<file path="src/hw/rtl/multicast_hash_mask_builder_top_defines.svh">
// ---------------------------------------------------------------------------
// Multicast hash mask builder assertion macros
// Shared property templates for the checks at the end of the top level.
// ---------------------------------------------------------------------------
`ifndef MULTICAST_HASH_MASK_BUILDER_TOP_DEFINES_SVH
`define MULTICAST_HASH_MASK_BUILDER_TOP_DEFINES_SVH

// Same-cycle implication, sampled on clk and disabled while arst_n is low.
`define MHMB_ASSERT_NOW(label, ante, cons) \
	label: assert property (@(posedge clk) disable iff (!arst_n) (ante) |-> (cons)) \
		else $error("multicast hash mask builder check failed");

// Next-cycle implication, sampled on clk and disabled while arst_n is low.
`define MHMB_ASSERT_NEXT(label, ante, cons) \
	label: assert property (@(posedge clk) disable iff (!arst_n) (ante) |=> (cons)) \
		else $error("multicast hash mask builder check failed");

`endif

</file>
<file path="src/hw/rtl/mhmb_pkg.sv">
// ---------------------------------------------------------------------------
// Multicast hash mask builder package
// Shared widths, register codes, queue entry types and CRC hash tables.
// ---------------------------------------------------------------------------
`default_nettype none

package mhmb_pkg;

	localparam int AddrWidth  = 48;
	localparam int MaskWidth  = 64;
	localparam int MaskIdxW   = $clog2(MaskWidth);
	localparam int CountWidth = 7;
	localparam int HashBits   = 6;
	localparam int CfgIdxW    = 2;
	localparam int CfgDataW   = 7;
	localparam int QDepth     = 2;
	localparam int QPtrW      = $clog2(QDepth);
	localparam int QCntW      = $clog2(QDepth + 1);

	localparam logic [31:0] CrcPoly   = 32'hEDB8_8320;
	localparam logic [31:0] CrcPreset = 32'hFFFF_FFFF;

	localparam logic [CountWidth-1:0] CountMax     = '1;
	localparam logic [CountWidth-1:0] MaxCountInit = 7'd64;

	typedef enum logic [CfgIdxW-1:0] {
		RegPromiscuous  = 2'd0,
		RegAllMulticast = 2'd1,
		RegMaxHashed    = 2'd2
	} cfg_reg_t;

	// One classified address as it travels from the front to the back.
	typedef struct packed {
		logic                hit;
		logic [MaskIdxW-1:0] idx;
		logic                last;
	} hash_entry_t;

	typedef struct packed {
		logic                  promiscuous;
		logic                  all_multicast;
		logic [CountWidth-1:0] max_count;
	} filter_cfg_t;

	// Runs the bit-serial reflected CRC over a whole address word.
	function automatic logic [31:0] crc_serial(logic [31:0] seed, logic [AddrWidth-1:0] data);
		logic [31:0] c;
		c = seed;
		for (int i = 0; i < AddrWidth; i++) begin
			if (c[0] ^ data[i]) begin
				c = (c >> 1) ^ CrcPoly;
			end else begin
				c = c >> 1;
			end
		end
		return c;
	endfunction

	// The CRC is linear, so each address bit contributes a fixed column.
	function automatic logic [AddrWidth-1:0][31:0] crc_columns();
		logic [AddrWidth-1:0][31:0] cols;
		logic [AddrWidth-1:0]       unit;
		for (int k = 0; k < AddrWidth; k++) begin
			unit    = '0;
			unit[k] = 1'b1;
			cols[k] = crc_serial(32'd0, unit);
		end
		return cols;
	endfunction

	localparam logic [AddrWidth-1:0][31:0] CrcCols       = crc_columns();
	localparam logic [31:0]                CrcPresetTerm = crc_serial(CrcPreset, '0);

	// Bit-reverses the low HashBits of the CRC; bits beyond the mask width drop out.
	function automatic logic [MaskIdxW-1:0] hash_index(logic [31:0] crc);
		logic [MaskIdxW-1:0] idx;
		idx = '0;
		for (int i = 0; i < HashBits; i++) begin
			if (HashBits - 1 - i < MaskIdxW) begin
				idx[HashBits-1-i] = crc[i];
			end
		end
		return idx;
	endfunction

endpackage

`default_nettype wire

</file>
<file path="src/hw/rtl/mhmb_front.sv">
// ---------------------------------------------------------------------------
// Multicast hash mask builder front end
// Accepts addresses, classifies multicast and computes the hash index.
// ---------------------------------------------------------------------------
`default_nettype none

module mhmb_front import mhmb_pkg::*; (
	input  wire logic                 clk,
	input  wire logic                 arst_n,
	input  wire logic                 in_valid,
	output logic                      in_stall,
	input  wire logic [AddrWidth-1:0] mac_address,
	input  wire logic                 last_address,
	output logic                      push_valid,
	output hash_entry_t               push_data,
	input  wire logic                 queue_full
);

	logic        valid_s1;
	hash_entry_t entry_s1;
	hash_entry_t entry_next;
	logic [31:0] crc;
	logic        load;
	logic        push_accept;

	// The CRC is an XOR of one precomputed column per set address bit.
	always_comb begin
		crc = CrcPresetTerm;
		for (int k = 0; k < AddrWidth; k++) begin
			if (mac_address[k]) begin
				crc = crc ^ CrcCols[k];
			end
		end
		entry_next.hit  = mac_address[0];
		entry_next.idx  = hash_index(crc);
		entry_next.last = last_address;
	end

	assign push_accept = valid_s1 && !queue_full;
	assign in_stall    = valid_s1 && queue_full;
	assign load        = in_valid && !in_stall;
	assign push_valid  = valid_s1;
	assign push_data   = entry_s1;

	always_ff @(posedge clk or negedge arst_n) begin
		if (!arst_n) begin
			valid_s1 <= 1'b0;
		end else if (load) begin
			valid_s1 <= 1'b1;
		end else if (push_accept) begin
			valid_s1 <= 1'b0;
		end
	end

	always_ff @(posedge clk) begin
		if (load) begin
			entry_s1 <= entry_next;
		end
	end

endmodule

`default_nettype wire

</file>
<file path="src/hw/rtl/mhmb_queue.sv">
// ---------------------------------------------------------------------------
// Multicast hash mask builder queue
// Short FIFO of classified entries between the front and the back end.
// ---------------------------------------------------------------------------
`default_nettype none

module mhmb_queue import mhmb_pkg::*; (
	input  wire logic  clk,
	input  wire logic  arst_n,
	input  wire logic  push,
	input  wire hash_entry_t push_data,
	output logic       full,
	input  wire logic  pop,
	output hash_entry_t pop_data,
	output logic       empty
);

	hash_entry_t            entries_q [QDepth];
	logic [QPtrW-1:0]       wr_ptr_q;
	logic [QPtrW-1:0]       rd_ptr_q;
	logic [QCntW-1:0]       count_q;
	logic                   do_push;
	logic                   do_pop;

	assign full     = (count_q == QCntW'(QDepth));
	assign empty    = (count_q == '0);
	assign do_push  = push && !full;
	assign do_pop   = pop && !empty;
	assign pop_data = entries_q[rd_ptr_q];

	always_ff @(posedge clk or negedge arst_n) begin
		if (!arst_n) begin
			wr_ptr_q <= '0;
			rd_ptr_q <= '0;
			count_q  <= '0;
		end else begin
			if (do_push) begin
				wr_ptr_q <= (wr_ptr_q == QPtrW'(QDepth - 1)) ? '0 : wr_ptr_q + 1'b1;
			end
			if (do_pop) begin
				rd_ptr_q <= (rd_ptr_q == QPtrW'(QDepth - 1)) ? '0 : rd_ptr_q + 1'b1;
			end
			if (do_push && !do_pop) begin
				count_q <= count_q + 1'b1;
			end else if (do_pop && !do_push) begin
				count_q <= count_q - 1'b1;
			end
		end
	end

	always_ff @(posedge clk) begin
		if (do_push) begin
			entries_q[wr_ptr_q] <= push_data;
		end
	end

endmodule

`default_nettype wire

</file>
<file path="src/hw/rtl/mhmb_back.sv">
// ---------------------------------------------------------------------------
// Multicast hash mask builder back end
// Accumulates the mask and list length and issues the final result.
// ---------------------------------------------------------------------------
`default_nettype none

module mhmb_back import mhmb_pkg::*; (
	input  wire logic                 clk,
	input  wire logic                 arst_n,
	input  wire filter_cfg_t          cfg,
	input  wire logic                 queue_empty,
	input  wire hash_entry_t          entry,
	output logic                      pop,
	output logic                      out_valid,
	input  wire logic                 out_stall,
	output logic [MaskWidth-1:0]      hash_mask,
	output logic                      promiscuous,
	output logic                      mask_forced_full
);

	logic [MaskWidth-1:0]  acc_q;
	logic [CountWidth-1:0] count_q;
	logic [MaskWidth-1:0]  acc_next;
	logic [CountWidth-1:0] count_next;
	logic [MaskWidth-1:0]  bit_sel;
	logic                  out_valid_q;
	logic                  out_free;
	logic                  emit;
	logic                  force_full;

	assign out_free   = !out_valid_q || !out_stall;
	assign pop        = !queue_empty && (!entry.last || out_free);
	assign emit       = pop && entry.last;
	assign bit_sel    = entry.hit ? (MaskWidth'(1) << entry.idx) : '0;
	assign acc_next   = acc_q | bit_sel;
	assign count_next = (count_q == CountMax) ? count_q : count_q + 1'b1;
	assign force_full = cfg.all_multicast || (count_next > cfg.max_count);
	assign out_valid  = out_valid_q;

	always_ff @(posedge clk or negedge arst_n) begin
		if (!arst_n) begin
			acc_q       <= '0;
			count_q     <= '0;
			out_valid_q <= 1'b0;
		end else begin
			if (pop) begin
				acc_q   <= entry.last ? '0 : acc_next;
				count_q <= entry.last ? '0 : count_next;
			end
			if (emit) begin
				out_valid_q <= 1'b1;
			end else if (!out_stall) begin
				out_valid_q <= 1'b0;
			end
		end
	end

	always_ff @(posedge clk) begin
		if (emit) begin
			if (cfg.promiscuous) begin
				hash_mask        <= '0;
				promiscuous      <= 1'b1;
				mask_forced_full <= 1'b0;
			end else if (force_full) begin
				hash_mask        <= '1;
				promiscuous      <= 1'b0;
				mask_forced_full <= 1'b1;
			end else begin
				hash_mask        <= acc_next;
				promiscuous      <= 1'b0;
				mask_forced_full <= 1'b0;
			end
		end
	end

endmodule

`default_nettype wire

</file>
<file path="src/hw/rtl/multicast_hash_mask_builder_top.sv">
// The transaction that carries the last address of a list is registered in the front
// stage and passes through the queue, and then the output register takes the result;
// an output stall can hold it back. Throughput: one address transaction per cycle while the
// queue has room; the hash is a single XOR tree per address.
// Reset: arst_n clears the queue, the accumulated mask, the count and the output valid, and
// returns the registers to promiscuous off, all-multicast off and a threshold of 64.
// ---------------------------------------------------------------------------
// Multicast hash mask builder
// Builds a 64-bit Ethernet multicast hash filter mask from a list of MAC
// addresses using the low bits of a reflected CRC-32 of each address.
// ---------------------------------------------------------------------------
`default_nettype none

`include "multicast_hash_mask_builder_top_defines.svh"

module multicast_hash_mask_builder_top import mhmb_pkg::*; (
	input  wire logic                 clk,
	input  wire logic                 arst_n,
	// Configuration write port.
	input  wire logic                 wr_en,
	input  wire logic [CfgIdxW-1:0]   wr_index,
	input  wire logic [CfgDataW-1:0]  wr_data,
	// Address input channel.
	input  wire logic                 in_valid,
	output logic                      in_stall,
	input  wire logic [AddrWidth-1:0] mac_address,
	input  wire logic                 last_address,
	// Result output channel.
	output logic                      out_valid,
	input  wire logic                 out_stall,
	output logic [MaskWidth-1:0]      hash_mask,
	output logic                      promiscuous,
	output logic                      mask_forced_full
);

	// Filter registers. The user must see that they are only written while no list is in flight; the
	// block does not enforce this, so the back end may read them directly when it closes a list.
	filter_cfg_t cfg_q;

	always_ff @(posedge clk or negedge arst_n) begin
		if (!arst_n) begin
			cfg_q.promiscuous   <= 1'b0;
			cfg_q.all_multicast <= 1'b0;
			cfg_q.max_count     <= MaxCountInit;
		end else if (wr_en) begin
			unique case (cfg_reg_t'(wr_index))
				RegPromiscuous:  cfg_q.promiscuous   <= wr_data[0];
				RegAllMulticast: cfg_q.all_multicast <= wr_data[0];
				RegMaxHashed:    cfg_q.max_count     <= wr_data[CountWidth-1:0];
				default: begin
					// Writes to an unused index are dropped.
				end
			endcase
		end
	end

	// The front end registers each address together with its multicast flag and
	// hash index, and hands it to the queue. It stalls the input only while its
	// stage is occupied and the queue cannot take the entry.
	logic        push_valid;
	hash_entry_t push_data;
	logic        queue_full;
	logic        queue_empty;
	logic        pop;
	hash_entry_t pop_data;

	mhmb_front u_front (
		.clk          (clk),
		.arst_n       (arst_n),
		.in_valid     (in_valid),
		.in_stall     (in_stall),
		.mac_address  (mac_address),
		.last_address (last_address),
		.push_valid   (push_valid),
		.push_data    (push_data),
		.queue_full   (queue_full)
	);

	// The queue lets the front keep accepting while the back end waits for the
	// output register to drain at the end of a list.
	mhmb_queue u_queue (
		.clk       (clk),
		.arst_n    (arst_n),
		.push      (push_valid),
		.push_data (push_data),
		.full      (queue_full),
		.pop       (pop),
		.pop_data  (pop_data),
		.empty     (queue_empty)
	);

	// The back end ORs each hashed bit into the mask and counts addresses. A
	// non-final entry is always consumed; a final entry waits until the output
	// register is free or is being emptied in the same cycle.
	mhmb_back u_back (
		.clk              (clk),
		.arst_n           (arst_n),
		.cfg              (cfg_q),
		.queue_empty      (queue_empty),
		.entry            (pop_data),
		.pop              (pop),
		.out_valid        (out_valid),
		.out_stall        (out_stall),
		.hash_mask        (hash_mask),
		.promiscuous      (promiscuous),
		.mask_forced_full (mask_forced_full)
	);

	// Promiscuous mode wins over forcing, and then the mask is empty.
	`MHMB_ASSERT_NOW(a_promisc_clear, out_valid && promiscuous, (hash_mask == '0) && !mask_forced_full)
	// A forced result is a full mask.
	`MHMB_ASSERT_NOW(a_forced_full, out_valid && mask_forced_full, (&hash_mask) && !promiscuous)
	// The back end never takes an entry from an empty queue.
	`MHMB_ASSERT_NOW(a_pop_nonempty, pop, !queue_empty)
	// The front stalls only while its stage is busy and the queue is full.
	`MHMB_ASSERT_NOW(a_stall_full, in_stall, queue_full && push_valid)

endmodule

`default_nettype wire

</file>
<file path="config.mk">
export PLATFORM = sky130hd
export DESIGN_NAME = multicast_hash_mask_builder_top
export DESIGN_NICKNAME = d
export VERILOG_FILES = /design/src/hw/rtl/mhmb_pkg.sv /design/src/hw/rtl/mhmb_front.sv /design/src/hw/rtl/mhmb_queue.sv /design/src/hw/rtl/mhmb_back.sv /design/src/hw/rtl/multicast_hash_mask_builder_top.sv
export VERILOG_INCLUDE_DIRS = /design/src /design/src/hw/rtl
export SDC_FILE = /design/constraint.sdc
export NUM_CORES = 1
export LEC_CHECK = 0
export BUFFER_PORTS_ARGS = -buffer_cell sky130_fd_sc_hd__buf_2
export CELL_PAD_IN_SITES_DETAIL_PLACEMENT = 0
export CELL_PAD_IN_SITES_GLOBAL_PLACEMENT = 1
export CORE_ASPECT_RATIO = 0.9
export CORE_MARGIN = 2
export CORE_UTILIZATION = 46
export DETAILED_ROUTE_END_ITERATION = 8
export PLACE_DENSITY_LB_ADDON = 0.1
export SYNTH_ARGS = -nofsm -noshare
export SYNTH_HDL_FRONTEND = slang
export SYNTH_SLANG_ARGS = --single-unit
</file>
<file path="constraint.sdc">
create_clock -name clk -period 4.85 [get_ports clk]
set_clock_uncertainty 0.05 [all_clocks]
set_input_delay 0.485 -clock clk [delete_from_list [all_inputs] [get_ports clk]]
set_output_delay 0.485 -clock clk [all_outputs]
set_load 0.01 [all_outputs]
</file>
# [Word-level counts from Yosys, hierarchy flattened]
# Memories as Yosys holds them, arrays and structs flattened.
# Cells that the tools add are included.
[totals] ramBits=16 out_inout_bits=68 wordCells=166 mem_count=1 input_bits=63 ff_bits=160
[classes] n_bitwise=47 n_shift=1 n_mux=64 n_eq_ne=5 magnitude_cmp=1 reduce_logical=26 add_sub_neg=5
[mem_list] memory="u_queue.entries_q" depth=2 word_bits=8 read_ports=1 rd_clocked_by_memory_dff=0 wr=1 line_no="mhmb_queue.sv:18" rtl="hash_entry_t entries_q [QDepth];"
[ops] cell="two-way mux 21 bit" count=16
[ops] cell="two-way mux 64 bit" count=3
[ops] cell="two-way mux 20 bit" count=5
[ops] cell="OR 64 bit" count=1
[ops] cell="left shift 1 x 6 -> 64 bit (first input constant)" count=1
[ops] cell="inverter 10 bit" count=6
[ops] cell="two-way mux 19 bit" count=3
[ops] cell="inverter 9 bit" count=6
[ops] cell="two-way mux 18 bit" count=2
[ops] cell="inverter 7 bit" count=5
[ops] cell="two-way mux 16 bit" count=2
[ops] cell="inverter 8 bit" count=4
[ops] cell="two-way mux 6 bit" count=5
[ops] cell="inverter 13 bit" count=2
[ops] cell="inverter 11 bit" count=2
[ops] cell="two-way mux 5 bit" count=4
[ops] cell="inverter 6 bit" count=3
[ops] cell="two-way mux 17 bit" count=1
[ops] cell="two-way mux 15 bit" count=1
[ops] cell="inverter 3 bit" count=5
[ops] cell="two-way mux 14 bit" count=1
[ops] cell="two-way mux 7 bit" count=2
[ops] cell="inverter 14 bit" count=1
[ops] cell="two-way mux 4 bit" count=3
[ops] cell="other kinds (21)" count=65

# [Logic depth before layout (Yosys ltp)]
[logic_depth] ltp_word=88 depth_mapped=13 mapped_depth_nobuf=10

# [Hierarchy]
# A second synthesis with hierarchy kept.
[hier_totals] hier_cells=670 area_unflattened_um2=8117.8
[by_module_without_submodules] mod="mhmb_back" cells_per_inst=535 area_per_inst_um2=5999.5 instances=1
[by_module_without_submodules] mod="mhmb_front" cells_per_inst=70 area_per_inst_um2=973.4 instances=1
[by_module_without_submodules] mod="mhmb_queue" cells_per_inst=44 area_per_inst_um2=782.0 instances=1
[by_module_without_submodules] mod="multicast_hash_mask_builder_top" cells_per_inst=21 area_per_inst_um2=362.8 instances=1

# [Least setup slack after synthesis]
# Ideal clock, no wire load.
[synth_timing] path_kind="register -> register" start="register u_queue.rd_ptr_q" end="register u_back.hash_mask[0] (enable)" arrival_time_ns=2.940 stages_incl_launch_ff=6 path_slack_ns=1.404 required_ns=4.344 setup_time_ns=0.456 cell_sequence="dfrtp_1 > buf_6 > buf_4 > mux2i_1 > nor2_1 > clkbuf_1"
[synth_between] elab_chain_cells=5
[synth_lines] item="start, declared" line_no="mhmb_queue.sv:20" rtl="logic [QPtrW-1:0] rd_ptr_q;"
[synth_lines] item="start signal, assigned" line_no="mhmb_queue.sv:41" rtl="rd_ptr_q <= (rd_ptr_q == QPtrW'(QDepth - 1)) ? '0 : rd_ptr_q + 1'b1;"
[synth_lines] item="memory (2 x 8 bit) (*)"
[synth_lines] item="logical NOT 1 bit" line_no="mhmb_back.sv:32" rtl="assign pop = !queue_empty && (!entry.last || out_free);"
[synth_lines] item="logical OR 1 bit" line_no="mhmb_back.sv:32"
[synth_lines] item="logical AND 1 bit" line_no="mhmb_back.sv:32"
[synth_lines] item="logical AND 1 bit (*)" line_no="mhmb_back.sv:33" rtl="assign emit = pop && entry.last;"
[synth_lines] item="net u_back.emit" line_no="mhmb_back.sv:28" rtl="logic emit;"
[synth_lines] item="end signal, assigned" line_no="mhmb_back.sv:69" rtl="hash_mask <= acc_next;"
[synth_lines] item="end, declared" line_no="mhmb_back.sv:16" rtl="output logic [MaskWidth-1:0] hash_mask,"
# The timed path passes the listed nets; every way through them passes the cells marked *.
# A chain may end at the register's enable or synchronous reset.

# [Worst setup path after layout]
[layout_timing] start="register u_back.count_q[0]" end="register u_back.hash_mask[46] (data pin)"
[layout_between] elab_chain_cells=5 elab_cells_between_ends=6
[layout_lines] item="start, declared" line_no="mhmb_back.sv:22" rtl="logic [CountWidth-1:0] count_q;"
[layout_lines] item="start signal, assigned" line_no="mhmb_back.sv:48" rtl="count_q <= entry.last ? '0 : count_next;"
[layout_lines] item="adder 7 x 1 -> 7 bit / == test 7 bit (equally long branches)" line_no="mhmb_back.sv:36" rtl="assign count_next = (count_q == CountMax) ? count_q : count_q + 1'b1;"
[layout_lines] item="two-way mux 7 bit (*)" line_no="mhmb_back.sv:36"
[layout_lines] item="> comparator 7 bit (*)" line_no="mhmb_back.sv:37" rtl="assign force_full = cfg.all_multicast || (count_next > cfg.max_count);"
[layout_lines] item="logical OR 1 bit (*)" line_no="mhmb_back.sv:37"
[layout_lines] item="two-way mux 64 bit (*)" line_no="mhmb_back.sv:64" rtl="end else if (force_full) begin"
# Mark *: on every way between the ends. The rest lies on a longest branch, timed or not.

==> flow_summary.ini <==
[clock_network]
cts-root-buf = clkbuf_16
numCtsBuffers = 17
cts_buffer_depth = 2
cts_num_sinks = 176
path_clk_slew_ps = 70
cts_htree_levels = 4
cts_tree = yes
clk_latency_ps = 430

[finish]
layout_commonest_cell = a31oi_1
antenna_cells = 0
area.growth.synth_to_final_pct = 16.42
drive_above_1_share_pct = 27.76
fillCellCount = 1637
multi_input_area_um2 = 3357
most-common-layout-cells = 128 x a31oi_1, 126 x buf_2, 90 x edfxtp_1
nNetsFinal = 866
final_cell_area_um2 = 9876
seq_area_um2 = 4857
post-route-util_pct = 54.17
instances_no_fill = 1052

[setup_path]
cp_max_fo = 65
crit_required_ps = 4910
critPathKind = reg2reg
critPathLaunchType = flop
worst_ep_arrival_time_ps = 3620
critical_path.endpoint_type = flop

[floorplan]
die_w_um = 147.1
die-area_um2 = 19550
die_y_um = 132.8
initial_core_util_pct = 46.53
core_area_um2 = 18230
rows = 47
io_pins = 131

[routing]
drt-total-wl_um = 18570
drtIter0Drc = 511
wire_per_inst_um = 17.65
drc_errors = 0
via_count = 5942
detail_route.first_pass.iterations = 5
ant_nets = 0
vias_per_cell = 5.648

[sta]
period_needed_ps = 3556
period_share_pct = 73.33
drv_slew = 0
slew_headroom_pct = 23.44
fin_ws_ps = 1294
fin_tns_setup_ps = 0
setup_viol = 0
tightest_slew_ps = 1148
finalHoldViolCount = 0
fmax_ghz = 0.2812
rsz0062_at_grt = false

[power_and_ir_drop]
p_per_area_nw_per_um2 = 595.5
peakVddDrop_uv = 374.4
leakagePower_uw = 0.004071

[yosys]
synth_area_um2 = 8483
synth_top_area_cell = edfxtp_1
yosys_warnings = 0
postSynthAreaPerCell_um2 = 12.28
ys_ff_latch = 176
ys_seq_area_share_pct = 57.24
synthTopCellsByArea = edfxtp_1 32%, dfrtp_1 25%, a31oi_1 9.5%
synth_cells = 691
ys_types = 55
synthFlopType = edfxtp_1
synth_edf_count = 90
synthArstFlopShare_pct = 48.86
syn_nets = 763
synth_top_area_share_pct = 31.86

[place]
dp_slack_ps = 1369
io_buffers = 127
dp_cells = 1019
place_congestion = 0.7613
hpwl_um = 12100
dpl_cell_area_um2 = 9291

[grt]
grt_max_degree = 87
grt_use_total_pct = 19.38
grt_pass1_vias = 5669
gr-total-overflow = 0
antenna_found_initial = 0
grt_pass1_wl_um = 29860

[worst_hold_path]
min-delay-path-class = in2reg

[outcome]
status = complete, no violations

[flow_run]
drv_cap = 0
[critical path: stages, from the launching register on]
cell and delay [ps]:
dfrtp_1 440, ha_1 260, and3_1 240, a41oi_1 280, xor2_1 250, ha_1 270, and4_1 220, mux2_2 300
o31ai_4 60, buf_4 550, a31oi_1 250
[final timing paths]
path,start,endpoint,slack [ps],depth (start not counted)
min in group asynchronous,arst_n,u_back.acc_q[55],520,2
max reg2reg,u_back.count_q[0],u_back.hash_mask[46],1290,10
max,u_back.count_q[0],u_back.hash_mask[46],1290,10
min,last_address,u_front.push_data[0],190,1
max in group asynchronous,arst_n,cfg_q[8],3180,3
min reg2reg,u_front.push_data[5],u_queue.entries_q[1][5],400,0
[stage by stage]
stage	power [uW]	hold slack (ps)
2_1_floorplan	3956	139.4
3_3_place_gp	4539	374.5
3_5_place_dp	4607	385.8
4_1_cts	5928	180.5
5_1_grt	6219	185.7
6_report	5881	194.5
[metal layers]
layer	up-vias	part of all wire, %	global-route usage (%)
li1	2828	-	-
met1	2867	45	27.46
met2	227	48	30.94
met3	20	5.6	3.345
met4	0	1.4	5.716
met5	-	0	0
[cell type report]
class / count / share of cell area [%]
inverters: 10 / 0.3801
flip-flops and latches: 176 / 49.18
well taps: 245 / 3.104
clock buffers: 18 / 4.346
repair buffers: 139 / 7.526
multi-input cells: 450 / 33.99
clock inverters: 14 / 1.470
[state kept, by name (all words and copies together), names as in the netlist]
signal and cells:
cfg_q 9, u_back.acc_q 64, u_back.count_q 7, u_back.hash_mask 64
u_back.mask_forced_full 1, u_back.out_valid 1, u_back.promiscuous 1, u_front.push_data 8
u_front.push_valid 1, u_queue.count_q 2, u_queue.entries_q 16, u_queue.rd_ptr_q 1
u_queue.wr_ptr_q 1
[cell families (layout without fill, tap and decap cells)]
kind of cell               Yosys count  count (layout)  share of synthesized area (%)
xor gates and xnor gates            67              67                          8.481
buffers and inverters               65             181                          3.702
muxes                               15              15                          1.962
and+or+nand+nor                    125             125                          7.935
adders and majority gates            9               9                          1.327
AOI/OAI and AO/OA                  234             234                          19.35
DFF                                176             176                          57.24
[timing repair]
action	CTS	global route
hold buffers	1	0
resized for setup	0	0
endpoints found under the hold margin	37	0
setup buffers	0	0
[Yosys cell counts (3+ instances only)]
cell      instances
a21oi_1          66
nand3_1           6
ha_1              9
mux2_2           13
xnor2_1          41
a31oi_1         129
xnor3_1           8
nand2_1           3
a21oi_2           4
nand3b_1         14
clkbuf_1         18
buf_1             3
inv_1            10
nor2_1           72
xor2_1           16
dfrtp_1          85
or3b_1            3
edfxtp_1         90
buf_4             6
a21o_1            5
or3b_4            6
and3_1            5
a22oi_4          14
buf_2            26
[where the power goes]
part | total (uW) | switching, uW | internal, uW | leakage, uW
logic | 2150 | 1390 | 755 | 0.00177
registers | 2420 | 235 | 2180 | 0.00203
clock network | 1320 | 629 | 687 | 0.000276
total | 5880 | 2260 | 3620 | 0.00407
No activity file was read; power rests on OpenSTA's default activity.
